$ cat config.mk
export PLATFORM = sky130hd
export DESIGN_NAME = ordered_array_list_engine
export DESIGN_NICKNAME = d
export VERILOG_FILES = /design/src/rtl/core/oal_pkg.sv /design/src/rtl/core/oal_ram.sv /design/src/rtl/core/ordered_array_list_engine.sv
export SDC_FILE = /design/constraint.sdc
export NUM_CORES = 1
export LEC_CHECK = 0
export BUFFER_PORTS_ARGS = -buffer_cell sky130_fd_sc_hd__buf_2
export CORE_MARGIN = 2
export CORE_UTILIZATION = 60
export DETAILED_ROUTE_END_ITERATION = 10
export HOLD_SLACK_MARGIN = 0.02
export PLACE_DENSITY = 0.76
export SETUP_SLACK_MARGIN = 0.02
export SKIP_LAST_GASP = 1
export SLEW_MARGIN = 20
export SYNTH_ARGS = -nofsm -noshare
export SYNTH_HDL_FRONTEND = slang
export SYNTH_HIERARCHICAL = 1
export SYNTH_SLANG_ARGS = --single-unit
export TNS_END_PERCENT = 50
$ cat constraint.sdc
create_clock -name clk -period 11.6 [get_ports clk]
set_clock_uncertainty 0.2 [all_clocks]
set_input_delay 2.9 -clock clk [delete_from_list [all_inputs] [get_ports clk]]
set_output_delay 2.9 -clock clk [all_outputs]
set_load 0.05 [all_outputs]
$ cat src/rtl/core/oal_pkg.sv
package oal_pkg;

  localparam int CMD_W        = 4;
  localparam int POS_W        = 5;
  localparam int WORD_W       = 32;
  localparam int STAT_W       = 3;
  localparam int DEF_CAPACITY = 16;
  localparam int MAX_RESULTS  = 16;

  typedef enum logic [CMD_W-1:0] {
    CMD_APPEND = 4'd0,
    CMD_LIST   = 4'd1,
    CMD_INSERT = 4'd2,
    CMD_DELETE = 4'd3,
    CMD_SEARCH = 4'd4,
    CMD_LENGTH = 4'd5,
    CMD_CLEAR  = 4'd6,
    CMD_GET    = 4'd7,
    CMD_UPDATE = 4'd8
  } cmd_t;

  typedef enum logic [STAT_W-1:0] {
    STAT_OK        = 3'd0,
    STAT_EMPTY     = 3'd1,
    STAT_FULL      = 3'd2,
    STAT_BAD_POS   = 3'd3,
    STAT_NOT_FOUND = 3'd4
  } status_t;

  typedef enum logic [2:0] {
    S_IDLE,
    S_DECODE,
    S_SCAN,
    S_DRAIN,
    S_FINISH
  } state_t;

endpackage

$ cat src/rtl/core/oal_ram.sv
module oal_ram
  import oal_pkg::*;
#(
  parameter int DEPTH  = DEF_CAPACITY,
  parameter int ADDR_W = 4
) (
  input  logic              clk,
  input  logic              we,
  input  logic [ADDR_W-1:0] waddr,
  input  logic [WORD_W-1:0] wdata,
  input  logic [ADDR_W-1:0] raddr,
  output logic [WORD_W-1:0] rdata
);

  logic [WORD_W-1:0] mem [DEPTH];

  always_ff @(posedge clk) begin
    if (we) begin
      mem[waddr] <= wdata;
    end
    rdata <= mem[raddr];
  end

endmodule

$ cat src/rtl/core/ordered_array_list_engine.sv
// Ordered list of up to CAPACITY signed words, driven by one command per
// transaction (start while busy is low). Results come out one per cycle on
// strobe and cannot be held off; last marks the final one of a command.
// Append, length, clear, update and any rejected command pass through
// decode and finish only, and their result strobes in the cycle in which
// busy drops. List, search, get, insert and delete walk the entries
// through the single read port of the entry memory, one entry per cycle;
// list walks the fill count up to MAX_RESULTS, search the fill count, get
// one entry, insert and delete the entries shifted. The final result
// strobes no later than the cycle in which busy drops. Unused command
// codes return to idle from decode and produce no result.
module ordered_array_list_engine
  import oal_pkg::*;
#(
  parameter int CAPACITY = DEF_CAPACITY
) (
  input  logic                     clk,
  input  logic                     rst,
  input  logic                     start,
  output logic                     busy,
  input  logic [CMD_W-1:0]         command,
  input  logic [POS_W-1:0]         position,
  input  logic signed [WORD_W-1:0] value,
  output logic                     strobe,
  output logic [STAT_W-1:0]        status,
  output logic [POS_W-1:0]         where,
  output logic signed [WORD_W-1:0] word,
  output logic [POS_W-1:0]         filled,
  output logic                     last
);

  localparam int ADDR_W  = (CAPACITY > 1) ? $clog2(CAPACITY) : 1;
  localparam int CNT_W   = $clog2(CAPACITY + 1);
  localparam int CMP_W   = ((CNT_W > POS_W) ? CNT_W : POS_W) + 1;
  localparam int MATCH_W = $clog2(MAX_RESULTS + 1);

  state_t                     state, state_next;
  logic [CMD_W-1:0]           cmd_q;
  logic [POS_W-1:0]           pos_q;
  logic [WORD_W-1:0]          val_q;
  logic [CNT_W-1:0]           fill, fill_next;
  logic [ADDR_W-1:0]          idx, idx_next;
  logic [ADDR_W-1:0]          idx_end, idx_end_next;
  logic                       rd_valid, rd_valid_next;
  logic [ADDR_W-1:0]          rd_idx, rd_idx_next;
  status_t                    stat_q, stat_next;
  logic                       pend_valid, pend_valid_next;
  logic [ADDR_W-1:0]          pend_idx, pend_idx_next;
  logic [MATCH_W-1:0]         match_cnt, match_cnt_next;

  logic                       we;
  logic [ADDR_W-1:0]          waddr, raddr;
  logic [WORD_W-1:0]          wdata, rdata;

  logic                       emit;
  status_t                    e_status;
  logic [CMP_W-1:0]           e_where;
  logic [WORD_W-1:0]          e_word;
  logic                       e_last;

  logic                       out_strobe;
  status_t                    out_status;
  logic [POS_W-1:0]           out_where;
  logic [WORD_W-1:0]          out_word;
  logic [POS_W-1:0]           out_filled;
  logic                       out_last;

  oal_ram #(
    .DEPTH  (CAPACITY),
    .ADDR_W (ADDR_W)
  ) u_ram (
    .clk   (clk),
    .we    (we),
    .waddr (waddr),
    .wdata (wdata),
    .raddr (raddr),
    .rdata (rdata)
  );

  always_ff @(posedge clk) begin
    if (rst) begin
      state      <= S_IDLE;
      fill       <= '0;
      rd_valid   <= 1'b0;
      out_strobe <= 1'b0;
    end else begin
      state      <= state_next;
      fill       <= fill_next;
      rd_valid   <= rd_valid_next;
      out_strobe <= emit;
    end
  end

  always_ff @(posedge clk) begin
    if (state == S_IDLE && start) begin
      cmd_q <= command;
      pos_q <= position;
      val_q <= value;
    end
    idx        <= idx_next;
    idx_end    <= idx_end_next;
    rd_idx     <= rd_idx_next;
    stat_q     <= stat_next;
    pend_valid <= pend_valid_next;
    pend_idx   <= pend_idx_next;
    match_cnt  <= match_cnt_next;
    if (emit) begin
      out_status <= e_status;
      out_where  <= e_where[POS_W-1:0];
      out_word   <= e_word;
      out_filled <= POS_W'(fill_next);
      out_last   <= e_last;
    end
  end

  always_comb begin
    logic [CMP_W-1:0] fill_w;
    logic [CMP_W-1:0] pos_w;
    logic [CMP_W-1:0] q_w;
    logic [CMP_W-1:0] lim_w;
    logic             is_empty;
    logic             is_full;
    logic             pos_bad;

    fill_w   = CMP_W'(fill);
    pos_w    = CMP_W'(pos_q);
    q_w      = pos_w - CMP_W'(1);
    lim_w    = (fill_w > CMP_W'(MAX_RESULTS)) ? CMP_W'(MAX_RESULTS) : fill_w;
    is_empty = (fill == '0);
    is_full  = (fill_w >= CMP_W'(CAPACITY));
    pos_bad  = (pos_w == '0) || (pos_w > fill_w);

    state_next      = state;
    fill_next       = fill;
    idx_next        = idx;
    idx_end_next    = idx_end;
    rd_valid_next   = 1'b0;
    rd_idx_next     = rd_idx;
    stat_next       = stat_q;
    pend_valid_next = pend_valid;
    pend_idx_next   = pend_idx;
    match_cnt_next  = match_cnt;
    raddr           = idx;
    we              = 1'b0;
    waddr           = rd_idx;
    wdata           = rdata;
    emit            = 1'b0;
    e_status        = STAT_OK;
    e_where         = '0;
    e_word          = '0;
    e_last          = 1'b0;

    // read pipe: data read in the previous cycle is handled here
    if (rd_valid) begin
      case (cmd_q)
        CMD_LIST: begin
          emit    = 1'b1;
          e_where = CMP_W'(rd_idx) + CMP_W'(1);
          e_word  = rdata;
          e_last  = (rd_idx == idx_end);
        end
        CMD_GET: begin
          emit    = 1'b1;
          e_where = pos_w;
          e_word  = rdata;
          e_last  = 1'b1;
        end
        CMD_SEARCH: begin
          // a match is held back until the next one shows who is last
          if (rdata == val_q && match_cnt != MATCH_W'(MAX_RESULTS)) begin
            if (pend_valid) begin
              emit    = 1'b1;
              e_where = CMP_W'(pend_idx) + CMP_W'(1);
            end
            pend_valid_next = 1'b1;
            pend_idx_next   = rd_idx;
            match_cnt_next  = match_cnt + MATCH_W'(1);
          end
        end
        CMD_INSERT: begin
          we    = 1'b1;
          waddr = rd_idx + ADDR_W'(1);
        end
        CMD_DELETE: begin
          we    = 1'b1;
          waddr = rd_idx - ADDR_W'(1);
        end
        default: begin
        end
      endcase
    end

    case (state)
      S_IDLE: begin
        if (start) begin
          state_next = S_DECODE;
        end
      end
      S_DECODE: begin
        stat_next       = STAT_OK;
        pend_valid_next = 1'b0;
        match_cnt_next  = '0;
        state_next      = S_FINISH;
        case (cmd_q)
          CMD_APPEND: begin
            if (is_full) stat_next = STAT_FULL;
          end
          CMD_LIST: begin
            if (is_empty) begin
              stat_next = STAT_EMPTY;
            end else begin
              idx_next     = '0;
              idx_end_next = ADDR_W'(lim_w - CMP_W'(1));
              state_next   = S_SCAN;
            end
          end
          CMD_SEARCH: begin
            if (is_empty) begin
              stat_next = STAT_EMPTY;
            end else begin
              idx_next     = '0;
              idx_end_next = ADDR_W'(fill_w - CMP_W'(1));
              state_next   = S_SCAN;
            end
          end
          CMD_INSERT: begin
            if (is_full) begin
              stat_next = STAT_FULL;
            end else if (pos_w == '0 || pos_w > fill_w + CMP_W'(1)) begin
              stat_next = STAT_BAD_POS;
            end else if (pos_w != fill_w + CMP_W'(1)) begin
              // shift from the top entry down to the insert point
              idx_next     = ADDR_W'(fill_w - CMP_W'(1));
              idx_end_next = ADDR_W'(q_w);
              state_next   = S_SCAN;
            end
          end
          CMD_DELETE: begin
            if (is_empty) begin
              stat_next = STAT_EMPTY;
            end else if (pos_bad) begin
              stat_next = STAT_BAD_POS;
            end else if (pos_w != fill_w) begin
              idx_next     = ADDR_W'(pos_w);
              idx_end_next = ADDR_W'(fill_w - CMP_W'(1));
              state_next   = S_SCAN;
            end
          end
          CMD_GET: begin
            if (is_empty) begin
              stat_next = STAT_EMPTY;
            end else if (pos_bad) begin
              stat_next = STAT_BAD_POS;
            end else begin
              idx_next     = ADDR_W'(q_w);
              idx_end_next = ADDR_W'(q_w);
              state_next   = S_SCAN;
            end
          end
          CMD_UPDATE: begin
            if (is_empty) begin
              stat_next = STAT_EMPTY;
            end else if (pos_bad) begin
              stat_next = STAT_BAD_POS;
            end
          end
          CMD_LENGTH, CMD_CLEAR: begin
          end
          default: begin
            state_next = S_IDLE;
          end
        endcase
      end
      S_SCAN: begin
        raddr         = idx;
        rd_valid_next = 1'b1;
        rd_idx_next   = idx;
        if (idx == idx_end) begin
          state_next = S_DRAIN;
        end else if (cmd_q == CMD_INSERT) begin
          idx_next = idx - ADDR_W'(1);
        end else begin
          idx_next = idx + ADDR_W'(1);
        end
      end
      S_DRAIN: begin
        state_next = S_FINISH;
      end
      S_FINISH: begin
        state_next = S_IDLE;
        if (stat_q != STAT_OK) begin
          emit     = 1'b1;
          e_status = stat_q;
          e_last   = 1'b1;
        end else begin
          case (cmd_q)
            CMD_APPEND: begin
              we        = 1'b1;
              waddr     = ADDR_W'(fill);
              wdata     = val_q;
              fill_next = fill + CNT_W'(1);
              emit      = 1'b1;
              e_where   = fill_w + CMP_W'(1);
              e_last    = 1'b1;
            end
            CMD_INSERT: begin
              we        = 1'b1;
              waddr     = ADDR_W'(q_w);
              wdata     = val_q;
              fill_next = fill + CNT_W'(1);
              emit      = 1'b1;
              e_where   = pos_w;
              e_last    = 1'b1;
            end
            CMD_DELETE: begin
              fill_next = fill - CNT_W'(1);
              emit      = 1'b1;
              e_where   = pos_w;
              e_last    = 1'b1;
            end
            CMD_UPDATE: begin
              we      = 1'b1;
              waddr   = ADDR_W'(q_w);
              wdata   = val_q;
              emit    = 1'b1;
              e_where = pos_w;
              e_last  = 1'b1;
            end
            CMD_SEARCH: begin
              emit   = 1'b1;
              e_last = 1'b1;
              if (pend_valid) begin
                e_where = CMP_W'(pend_idx) + CMP_W'(1);
              end else begin
                e_status = STAT_NOT_FOUND;
              end
            end
            CMD_LENGTH: begin
              emit   = 1'b1;
              e_last = 1'b1;
            end
            CMD_CLEAR: begin
              fill_next = '0;
              emit      = 1'b1;
              e_last    = 1'b1;
            end
            default: begin
            end
          endcase
        end
      end
      default: begin
        state_next = S_IDLE;
      end
    endcase
  end

  assign busy   = (state != S_IDLE);
  assign strobe = out_strobe;
  assign status = out_status;
  assign where  = out_where;
  assign word   = out_word;
  assign filled = out_filled;
  assign last   = out_last;

endmodule
==> out/qor.yml, run 1 <==
floorplan:
  dieArea_mm2: 0.0468
  start_util: 0.610
  num_rows: 77
  core_mm2: 0.0443
  io_pins: 92
  chipWidth_um: 216
  die_h_um: 216
synth:
  synthDistinctLibCells: 70
  synth_fp_nets: 1641
  synth-seq-cells: 665
  synth_top_family_by_area: "multiplexers"
  synth_ff_type: "edfxtp_1"
  synth-adder-area-share: 0.0147
  synth_xor_area_frac: 0.0211
  synth_area_per_cell_um2: 17.2
  yosysSeqAreaShare: 0.721
  syn_area_mm2: 0.0270
  synth_compound_area_frac: 0.0488
  synth.area.mux_share: 0.109
  ys_async_sr_fraction: 0
  yosysTopAreaCellShare: 0.686
  syn_inst: 1567
  yosys.area_share.simple: 0.0693
  synthTopCellsByArea: "edfxtp_1, mux4_2, dfxtp_1"
  synth_edf_count: 617
  yosys_warnings: 6
  synth_area_leader_cell: "edfxtp_1"
critical_path:
  crit_path_end_kind: "flop"
  required_ns: 11.59
  crit_arrival_ns: 4.98
  crit_path_start_kind: "flop"
  path_class: "reg2reg"
  critical_path.max_fanout: 32
clock_tree:
  tritoncts: "yes"
  clk_pin_slew_worst_paths_ns: 0.06
  clk_path_buf_depth: 3
  hold_buffers: 0
  clock_sinks: 665
  clkLatencyLatePin_ns: 0.59
  numCtsBuffers: 67
  postCtsSetupRepairBufs: 0
  cts_root_buf: "clkbuf_16"
  htree_num_levels: 3
  postCtsResizedCells: 0
grt:
  grt_first_pass_wirelength_um: 93400
  gr-usage-all-layers: 0.272
  grt_start_max_net_pins: 133
  antenna_found_initial: 1
  grt_pass1_vias: 14841
  grt-ovfl-total: 0
routing:
  drt_pass1_iterations: 6
  drt_iter0_drc: 1817
  drtAntennaViolNets: 0
  post_drt_wl_per_cell_um: 27.4
  routed_wl_um: 63700
  vias: 14940
  drc: 0
  viasPerCell: 6.43
timing:
  worstMarginPinSlew_ns: 1.15
  slew_violations: 0
  fmax_mhz: 201
  rsz0062_at_grt: "no"
  finalSetupViolCount: 0
  fin_crit_sh: 0.430
  finalHoldViolCount: 0
  timing.setup.tns_ns: 0
  final.min_clock_period_ns: 4.99
  max_slew_margin: 0.230
final_layout:
  nets: 1756
  antenna_cells: 0
  area_delta_synth_final_pct: 12.7
  n_fill_cell: 2766
  drive_above_1_share: 0.215
place:
  dp_hpwl_um: 37100
  port_buffers: 91
  place_congestion: 0.926
run_status:
  status: "complete, no violations"
power_and_ir_drop:
  finalPower_w: 0.00496
  p_int_w: 0.00392
  power.share.switching: 0.209
  switchingPower_w: 0.00104
  leakage_nw: 10.3
  ir_worst_vdd_uv: 132
  power_density_mw_per_mm2: 163
  p_seq_frac: 0.538
  clock_power_share: 0.419
  combPwrFrac: 0.043
flow_run:
  cap_violations: 0
worst_hold_path:
  worstHoldPathType: "reg2reg"
==> registers in the layout, summed over array words and instances (netlist names), 5 cells and up <==
register	count
u_ram/mem	512
match_cnt	5
pos_q	5
filled	5
val_q	32
where	5
fill	5
word	32
u_ram/rdata	32
==> per-layer routing <==
layer,global-route usage,vias up,wire [um]
li1,-,6428,-
met1,0.380,7612,24500
met2,0.447,776,32100
met3,0.0421,122,5400
met4,0.0906,2,1700
met5,0,-,13
==> per-stage QoR <==
step | setup WS (ns) | utilization | hold slack, ns | area [um2] | cells
finish | 6.61 | 0.687 | 0.275 | 30500 | 2324
global route | 6.38 | 0.687 | 0.307 | 30500 | 2324
CTS | 6.49 | 0.684 | 0.278 | 30300 | 2318
detailed placement | 6.53 | 0.637 | 0.268 | 28200 | 2199
global placement | 6.72 | 0.637 | 0.252 | 28200 | 2199
floorplan | 6.09 | - | 0.241 | 27000 | 1567
==> area by class of cell <==
cell class / instances / area (um2) / share of cell area
clock buffers: 91 / 1820 / 0.0597
clock inverters: 28 / 262 / 0.00859
inverters: 26 / 97.6 / 0.00320
multi-input cells: 803 / 7260 / 0.238
flip-flops and latches: 665 / 19500 / 0.640
well taps: 592 / 741 / 0.0243
repair buffers: 119 / 788 / 0.0259
==> synthesized netlist by cell type, drive strengths merged, types with 4 or more instances <==
library cell	count
and2	37
mux2i	6
nor4	12
a21oi	30
clkbuf	29
or4	4
nand4	15
xnor2	30
buf	44
inv	25
xor2	35
o21ai	24
nand2b	7
a211oi	4
nand3	20
ha	27
o221ai	4
nor3b	4
a22oi	67
a31oi	6
edfxtp	617
nor2	59
and3	11
a21o	6
a221oi	5
nor3	13
nand2	175
o211ai	7
dfxtp	48
o22ai	6
mux4	128
nor2b	11
==> logic make-up (layout without fill, tap and decap cells) <==
| logic type | Yosys count | after routing |
|---|---|---|
| XOR/XNOR | 65 | 65 |
| AO/OA/AOI/OAI | 187 | 187 |
| flip-flops | 665 | 665 |
| AND/OR/NAND/NOR | 387 | 387 |
| adder cells (fa/ha/maj) | 30 | 30 |
| buffers and inverters | 99 | 264 |
| multiplexers | 134 | 134 |
==> critical path, stage by stage, from the launching register on <==
cell and delay (ns):
edfxtp_1 0.82, nand3_1 0.48, inv_1 0.44, ha_1 0.31, a21o_1 0.18, a21oi_1 0.18
xnor2_1 0.10, or4_1 0.42, o211ai_1 0.17, nand3b_1 0.34, nor2_4 0.92
==> power groups by stage <==
stage               Combinational (W)  Sequential, W  Clock, W
floorplan                    0.000130        0.00272         0
global placement             0.000203        0.00272         0
detailed placement           0.000207        0.00272         0
CTS                          0.000210        0.00267   0.00210
global route                 0.000227        0.00267   0.00220
finish                       0.000211        0.00267   0.00208
==> final timing paths <==
kind | slack, ns | start | depth (start not counted) | endpoint
hold / removal | 0.27 | match_cnt[4]$_SDFFE_PP0P_ | 2 | match_cnt[4]$_SDFFE_PP0P_
setup / recovery | 6.61 | cmd_q[0]$_DFFE_PP_ | 10 | u_ram/mem[9][13]$_DFFE_PP_
hold reg to reg | 0.27 | match_cnt[4]$_SDFFE_PP0P_ | 2 | match_cnt[4]$_SDFFE_PP0P_
setup reg to reg | 6.61 | cmd_q[0]$_DFFE_PP_ | 10 | u_ram/mem[9][13]$_DFFE_PP_
==> cell usage in the layout (no fill, tap or decap), types with 7 or more instances in the layout <==
master,n
a21oi_1,29
a22oi_1,67
and2_1,36
and3_1,11
buf_2,91
buf_4,20
clkbuf_1,21
clkbuf_16,69
clkinv_1,12
clkinv_2,9
dfxtp_1,48
edfxtp_1,617
ha_1,27
inv_1,25
mux4_2,128
nand2_1,175
nand2b_1,7
nand3_1,18
nand4_1,15
nor2_1,43
nor2_4,15
nor2b_1,9
nor3_1,9
nor4_1,12
o211ai_1,7
o21ai_0,24
xnor2_1,30
xor2_1,35
Power figures use the tool's default switching activity.
==> inputs of run 2 (changes only) <==
==> constraint.sdc (replaced) <==
create_clock -name clk -period 4.8 [get_ports clk]
set_clock_uncertainty 0.2 [all_clocks]
set_input_delay 1.2 -clock clk [delete_from_list [all_inputs] [get_ports clk]]
set_output_delay 1.2 -clock clk [all_outputs]
set_load 0.05 [all_outputs]
==> out/qor.yml, run 2 (synthesized netlist as in run 1, its figures left out) <==
final_layout:
  nets: 1763  # was 1,756
  ff_latch_area_mm2: 0.0195  # unchanged
  instances_no_fill: 2332  # was 2,324
  top_register: "u_ram/mem"  # unchanged
  n_fill_cell: 2754  # was 2,766
  area_delta_synth_final_pct: 13.6  # was 12.7%
  drive_above_1_share: 0.224  # was 0.215
  multiInputGateArea_mm2: 0.00727  # was 0.00726 mm2
  largest_register_ffs: 512  # unchanged
  antenna_cells: 0  # unchanged
  mostFrequentLayoutCells: "edfxtp_1, nand2_1, mux4_2, buf_2, clkbuf_16"  # unchanged
  mostFrequentLayoutCell: "edfxtp_1"  # unchanged
grt:
  antenna_found_initial: 2  # was 1
  grt_start_max_net_pins: 113  # was 133
  grt_pass1_vias: 14953  # was 14,841
  grt-ovfl-total: 0  # unchanged
  grt_first_pass_wirelength_um: 97000  # was 93,400 um
  gr-usage-all-layers: 0.287  # was 0.272
routing:
  drc: 0  # unchanged
  drt_iter0_drc: 1975  # was 1,817
  post_drt_wl_per_cell_um: 28.2  # was 27.4 um
  viasPerCell: 6.48  # was 6.43
  routed_wl_um: 65800  # was 63,700 um
  drt_pass1_iterations: 7  # was 6
  vias: 15114  # was 14,940
  drtAntennaViolNets: 0  # unchanged
clock_tree:
  clock_sinks: 665  # unchanged
  htree_num_levels: 3  # unchanged
  cts_root_buf: "clkbuf_16"  # unchanged
  clk_path_buf_depth: 3  # unchanged
  postCtsSetupRepairBufs: 0  # unchanged
  clkLatencyLatePin_ns: 0.60  # was 0.59 ns
  hold_buffers: 0  # unchanged
  clk_pin_slew_worst_paths_ns: 0.06  # about the same
  tritoncts: "yes"  # unchanged
  numCtsBuffers: 67  # unchanged
  postCtsResizedCells: 0  # unchanged
power_and_ir_drop:
  p_seq_frac: 0.524  # was 0.538
  power.share.switching: 0.208  # was 0.209
  p_int_w: 0.00977  # was 0.00392 W
  leakage_nw: 10.4  # was 10.3 nW
  clock_power_share: 0.433  # was 0.419
  switchingPower_w: 0.00256  # was 0.00104 W
  combPwrFrac: 0.043  # about the same
  ir_worst_vdd_uv: 353  # was 132 uV
  power_density_mw_per_mm2: 402  # was 163 mW/mm2
run_status:
  status: "complete, no violations"  # unchanged
worst_hold_path:
  worstHoldPathType: "reg2reg"  # unchanged
critical_path:
  critPathMaxStageDelay_ns: 0.62  # was 0.92 ns
  crit_arrival_ns: 4.28  # was 4.98 ns
  cp_slowest_cell: "nor2_4"  # unchanged
  path_cells: "nor2_1, nand3_1, buf_4, inv_1, buf_4, ha_1, a21oi_1, xnor2_1, or4_1, o211ai_1, nand3_1, nor2_4, buf_12"  # was nand3_1, inv_1, ha_1, a21o_1, a21oi_1, xnor2_1, or4_1, o211ai_1, nand3b_1, nor2_4
  required_ns: 4.89  # was 11.59 ns
  crit_path_end_kind: "flop"  # unchanged
  path_class: "reg2reg"  # unchanged
  crit_path_start_kind: "flop"  # unchanged
  critical_path.max_fanout: 18  # was 32
timing:
  holdWs_ns: 0.275  # about the same
  slew_violations: 0  # unchanged
  finalSetupViolCount: 0  # unchanged
  setup_ws_ns: 0.612  # was 6.61 ns
  final.min_clock_period_ns: 4.19  # was 4.99 ns
  fmax_mhz: 239  # was 201 MHz
  max_slew_margin: 0.256  # was 0.230
  worstMarginPinSlew_ns: 1.11  # was 1.15 ns
  rsz0062_at_grt: "no"  # unchanged
  fin_crit_sh: 0.872  # was 0.430
  finalHoldViolCount: 0  # unchanged
place:
  dp_hpwl_um: 42900  # was 37,100 um
  pre_cts_slack_ns: 0.724  # was 6.53 ns
  dp.cells: 2212  # was 2,199
  place_congestion: 0.915  # was 0.926
  port_buffers: 91  # unchanged
floorplan:
  core_mm2: 0.0443  # unchanged
  io_pins: 92  # unchanged
  num_rows: 77  # unchanged
  dieArea_mm2: 0.0468  # unchanged
  die_h_um: 216  # unchanged
  start_util: 0.610  # unchanged
  chipWidth_um: 216  # unchanged
flow_run:
  cap_violations: 0  # unchanged
## run 2: worst max-delay path, delay by kind of cell, from the launching register on
family	cells	cell delay, ns
and+or+nand+nor	5	1.80
xor gates and xnor gates	1	0.11
adders and majority gates	1	0.28
buffers and inverters	4	0.69
DFF	1	0.40
AOI/OAI and AO/OA	2	0.40
## run 2: path summary, 6_finish.rpt
path | slack, ns | end | cells after the start | startpoint
hold / removal | 0.28 | match_cnt[4]$_SDFFE_PP0P_ | 2 | match_cnt[4]$_SDFFE_PP0P_
setup / recovery | 0.61 | u_ram/mem[15][5]$_DFFE_PP_ | 13 | cmd_q[2]$_DFFE_PP_
hold reg to reg | 0.28 | match_cnt[4]$_SDFFE_PP0P_ | 2 | match_cnt[4]$_SDFFE_PP0P_
setup reg to reg | 0.61 | u_ram/mem[15][5]$_DFFE_PP_ | 13 | cmd_q[2]$_DFFE_PP_
## run 2: area by class of cell
type / count / area share
timing repair buffer: 126 / 0.0271
tap: 592 / 0.0241
sequential: 665 / 0.635
inverter: 26 / 0.00318
clock inverter: 31 / 0.0120
clock buffer: 89 / 0.0617
multi-input combinational: 803 / 0.237
## run 2: power by group through the flow
stage	logic, W	clock network (W)	registers, W
after detailed placement	0.000523	0	0.00658
after floorplan	0.000315	0	0.00656
final	0.000534	0.00533	0.00646
after global placement	0.000509	0	0.00658
after CTS	0.000527	0.00540	0.00646
after global routing	0.000570	0.00561	0.00646
## run 2: stage by stage
stage	area, um2	setup TNS [ns]	util	power [W]
after floorplan	27000	-34.27	-	0.00688
after global placement	28400	0	0.641	0.00709
after detailed placement	28400	0	0.641	0.00710
after CTS	30700	0	0.693	0.0124
after global routing	30700	0	0.693	0.0126
final	30700	0	0.693	0.0123
## run 2: metal layers
layer | vias up | GRT usage | wire (um) | part of all wire
met3 | 124 | 0.0874 | 9010 | 0.14
met2 | 933 | 0.419 | 29700 | 0.45
li1 | 6449 | - | - | -
met5 | - | 0 | 13 | 0.00020
met4 | 2 | 0.100 | 1990 | 0.030
met1 | 7606 | 0.418 | 25100 | 0.38
